--- src/hdl/fle_pkg.sv ---
`timescale 1ns / 1ps
// Shared widths, request codes and arithmetic unit types for the facility cost evaluator.
package fle_pkg;

	// Fixed field widths of the request, result and configuration transactions.
	localparam int REQ_TYPE_W = 2;
	localparam int INDEX_W    = 7;
	localparam int COST_IN_W  = 32;
	localparam int TOTAL_W    = 48;
	localparam int CFG_W      = 8;
	localparam int CFG_IDX_W  = 1;

	localparam logic [TOTAL_W-1:0] TOTAL_MAX = '1;

	// Request codes.
	localparam logic [REQ_TYPE_W-1:0] REQ_OPEN_COST   = 2'd0;
	localparam logic [REQ_TYPE_W-1:0] REQ_ASSIGN_COST = 2'd1;
	localparam logic [REQ_TYPE_W-1:0] REQ_OPEN_BIT    = 2'd2;
	localparam logic [REQ_TYPE_W-1:0] REQ_EVALUATE    = 2'd3;

	// Configuration register indexes.
	localparam logic [CFG_IDX_W-1:0] REG_NUM_FACILITIES = 1'd0;
	localparam logic [CFG_IDX_W-1:0] REG_NUM_CUSTOMERS  = 1'd1;

	// Operands of the shared add and compare unit.
	typedef struct packed {
		logic [TOTAL_W-1:0] a;
		logic [TOTAL_W-1:0] b;
		logic               sub;
	} alu_req_t;

	// Results of the shared add and compare unit.
	typedef struct packed {
		logic [TOTAL_W-1:0] value;
		logic               carry;
	} alu_res_t;

endpackage

--- src/hdl/fle_alu.sv ---
`timescale 1ns / 1ps
// Shared adder: saturating accumulate or magnitude compare through one carry chain.
module fle_alu import fle_pkg::*; (
	input  alu_req_t op,
	output alu_res_t res
);

	logic [TOTAL_W:0] sum;

	// Subtract mode inverts b and injects a carry, so carry out means a >= b.
	always_comb begin
		sum = {1'b0, op.a} + {1'b0, (op.sub ? ~op.b : op.b)} + (TOTAL_W + 1)'(op.sub);
		res.carry = sum[TOTAL_W];
		if (!op.sub && sum[TOTAL_W]) begin
			res.value = TOTAL_MAX;
		end else begin
			res.value = sum[TOTAL_W-1:0];
		end
	end

endmodule

--- config.mk ---
export PLATFORM = sky130hd
export DESIGN_NAME = fle_alu
export DESIGN_NICKNAME = d
export VERILOG_FILES = /design/src/hdl/fle_pkg.sv /design/src/hdl/fle_alu.sv
export SDC_FILE = /design/constraint.sdc
export NUM_CORES = 1
export LEC_CHECK = 0
export BUFFER_PORTS_ARGS = -buffer_cell sky130_fd_sc_hd__buf_2
export CAP_MARGIN = 10
export CORE_UTILIZATION = 45
export DETAILED_ROUTE_END_ITERATION = 8
export PLACE_DENSITY = 0.79
export SLEW_MARGIN = 20
export SYNTH_ARGS = -nofsm -noshare
export SYNTH_HDL_FRONTEND = slang
export SYNTH_SLANG_ARGS = --single-unit
--- constraint.sdc ---
create_clock -name vclk -period 4
set_input_delay 0.4 -clock vclk [all_inputs]
set_output_delay 0.4 -clock vclk [all_outputs]
set_load 0.05 [all_outputs]
==> Implementation_results.wiki <==
{| class="wikitable"
! Metric !! Value
|-
| Outcome || finished, final reports clean
|-
| Number of sequential cells in the layout || 0
|-
| Post-DR wirelength/cell || 14.1 um
|-
| Final max-slew violation count || 0
|-
| WP data required || 3600 ps
|-
| Power density cells || 402 nW/um^2
|-
| Number of maximum-capacitance constraint violations || 0
|-
| Final core area utilization || 0.627
|-
| Global-route total usage across every layer || 0.251
|-
| Number of antenna violations at the first check in global routing || 0
|-
| Launching instance or port of the critical path || op[0]
|-
| Summed instance area of the synthesized netlist || 3430 um^2
|-
| Critical Setup Path Class || in -> out
|-
| Leakage power || 0.00233 uW
|-
| Starting Density || 0.470
|-
| Layout net count || 809
|-
| Count of cell types in the netlist || 58
|-
| Global placement routability congestion || 0.933
|-
| Count of antenna diodes in the layout || 0
|-
| Placed inst area || 4510 um^2
|-
| Pre-CTS setup slack || -7.91 ps
|-
| CLK BUF || 0
|-
| Vias per cell || 5.60
|-
| Maximum number of pins on one net before global-route repair || 26
|-
| Type of element launching the critical path || input pin
|-
| Total detailed-routing wirelength || 10.7 mm
|-
| Global-route congestion overflow total || 0
|-
| Final instance area || 4570 um^2
|-
| Sequential standard cell area || 0 um^2
|-
| Slew headroom || 0.587
|-
| Wire length of the first global-routing pass || 16.3 mm
|-
| Total number of vias || 4245
|-
| Data arrival time of the worst path || 3500 ps
|-
| Highest Clock Rate || 0.256 GHz
|-
| Sequential share of the synthesized area || 0
|-
| Antenna viol nets, final || 0
|-
| Number of I/O pins || 146
|-
| Number of global-route vias before repair || 3692
|-
| Maximum fanout count along the critical path || 20
|-
| Worst VDD drop || 0.236 mV
|-
| Die width || 89.3 um
|-
| Chip height || 89.3 um
|-
| Number of endpoints with negative hold slack in the final report || 0
|-
| Post-route DRC || 0
|-
| Gate Count Post-Synth || 500
|-
| Fraction of the cycle the final worst path needs || 0.975
|-
| Post-route setup slack || 101 ps
|-
| Std-Cell Core Area || 7290 um^2
|-
| Synthesis Warnings || 0
|-
| Tmin final || 3900 ps
|-
| Setup violators final || 0
|-
| Number of placement rows || 31
|-
| Worst hold path class || in -> out
|-
| Fin Hold WS || 1260 ps
|-
| Port Buffers || 146
|-
| End point of the critical path || res[47]
|-
| Endpoint class of the critical path || output pin
|-
| Transition time at the pin with the least slew margin || 613 ps
|-
| Syn-to-layout area delta || 33.4%
|-
| Iteration-0 DRC count of the detailed router || 158
|-
| Count of hold buffers inserted by post-cts repair || 0
|-
| Number of detailed-routing iterations run before antenna repair || 5
|-
| Hold path depth || 4
|-
| HPWL after DPL || 9.08 mm
|-
| Layout cell share with drive strength beyond 1 || 0.311
|-
| Die area || 7970 um^2
|-
| Per-instance average area after synthesis || 6.85 um^2
|-
| Post-synth net total || 648
|}
worst min path at each step:
stage	slack [ps]	from	to
after floorplan	1180	op[1]	res[1]
after global placement	1250	op[49]	res[1]
after detailed placement	1260	op[49]	res[1]
after CTS	1260	op[49]	res[1]
after global routing	1310	op[49]	res[1]
final	1260	op[49]	res[1]
cells in the mapped netlist, types with 3 or more instances:
cell,n,area share
sky130_fd_sc_hd__xor2_1,66,0.17
sky130_fd_sc_hd__ha_1,50,0.18
sky130_fd_sc_hd__a211oi_1,5,0.011
sky130_fd_sc_hd__o21bai_1,6,0.013
sky130_fd_sc_hd__o21a_1,3,0.0066
sky130_fd_sc_hd__nand2b_1,3,0.0055
sky130_fd_sc_hd__nor3_1,12,0.018
sky130_fd_sc_hd__xnor2_1,24,0.061
sky130_fd_sc_hd__buf_1,3,0.0033
sky130_fd_sc_hd__nor4_1,4,0.0073
sky130_fd_sc_hd__clkbuf_1,10,0.011
sky130_fd_sc_hd__buf_6,3,0.0099
sky130_fd_sc_hd__o21ai_0,28,0.041
sky130_fd_sc_hd__a21o_1,19,0.042
sky130_fd_sc_hd__nor2b_1,10,0.018
sky130_fd_sc_hd__a21oi_1,58,0.085
sky130_fd_sc_hd__nor2_1,25,0.027
sky130_fd_sc_hd__nand3_1,9,0.013
sky130_fd_sc_hd__nand4_1,5,0.0091
sky130_fd_sc_hd__and3_1,4,0.0073
sky130_fd_sc_hd__a21boi_0,5,0.011
sky130_fd_sc_hd__inv_1,7,0.0077
sky130_fd_sc_hd__nand2_1,91,0.10
sky130_fd_sc_hd__o31ai_1,5,0.011
worst max-delay path, stage by stage:
cell and delay, ps:
sky130_fd_sc_hd__buf_2 150, sky130_fd_sc_hd__buf_12 180, sky130_fd_sc_hd__xor2_1 170, sky130_fd_sc_hd__ha_1 410, sky130_fd_sc_hd__o21ai_0 160, sky130_fd_sc_hd__a21oi_1 180
sky130_fd_sc_hd__a21bo_2 250, sky130_fd_sc_hd__a21oi_1 240, sky130_fd_sc_hd__a41o_1 310, sky130_fd_sc_hd__o21ai_0 140, sky130_fd_sc_hd__buf_4 170, sky130_fd_sc_hd__o31ai_1 270
sky130_fd_sc_hd__xnor2_1 180, sky130_fd_sc_hd__nand2_1 70, sky130_fd_sc_hd__buf_2 210
per-layer routing:
| layer | vias to the layer above | GRT usage | share of wire |
|---|---|---|---|
| li1 | 2136 | - | - |
| met3 | 10 | 0.000923 | 0.049 |
| met1 | 1940 | 0.345 | 0.46 |
| met5 | - | 0 | 0 |
| met2 | 159 | 0.449 | 0.48 |
| met4 | 0 | 0.0361 | 0.010 |
final cells by class:
cell class	count	area [um^2]
fill	704	2720
tap	99	124
inverter	7	26.3
timing repair buffer	177	1020
multi-input combinational	475	3400
cell usage in the layout (no fill, tap or decap), drive strengths merged, types with 4 or more instances in the layout:
cell	n
a211oi	5
a21boi	5
a21o	19
a21oi	60
and3	4
buf	175
ha	50
inv	7
nand2	91
nand3	9
nand4	6
nor2	25
nor2b	10
nor3	12
nor4	5
o21ai	29
o21bai	6
o31ai	5
xnor2	24
xor2	66
where the power goes:
part	internal (uW)	total [uW]	switching [uW]
Combinational	574	1840	1260
Clock	0	0	0
Sequential	0	0	0
what timing repair did:
action                     CTS  global route
setup endpoints to repair    1            48
pin swaps                    0             1
gates resized for setup      1            11
setup buffers                0             1
kinds of logic (layout without fill, tap and decap cells):
group | count (synthesis) | in the layout | share of synthesized area
xor gates and xnor gates | 90 | 90 | 0.230
and+or+nand+nor | 174 | 174 | 0.240
adders and majority gates | 51 | 51 | 0.188
buffers and inverters | 25 | 184 | 0.0347
AOI/OAI and AO/OA | 158 | 158 | 0.301
muxes | 2 | 2 | 0.00584
through the flow:
| stage | cells | TNS, ps | power [uW] |
|---|---|---|---|
| after floorplan | 500 | -2370 | 1360 |
| after detailed placement | 757 | -7.91 | 1800 |
| final | 758 | 0 | 1840 |
| after global routing | 758 | -147 | 1960 |
| after global placement | 757 | 0 | 1790 |
| after CTS | 757 | 0 | 1800 |
Note: power is estimated with default switching activity, not from simulation.
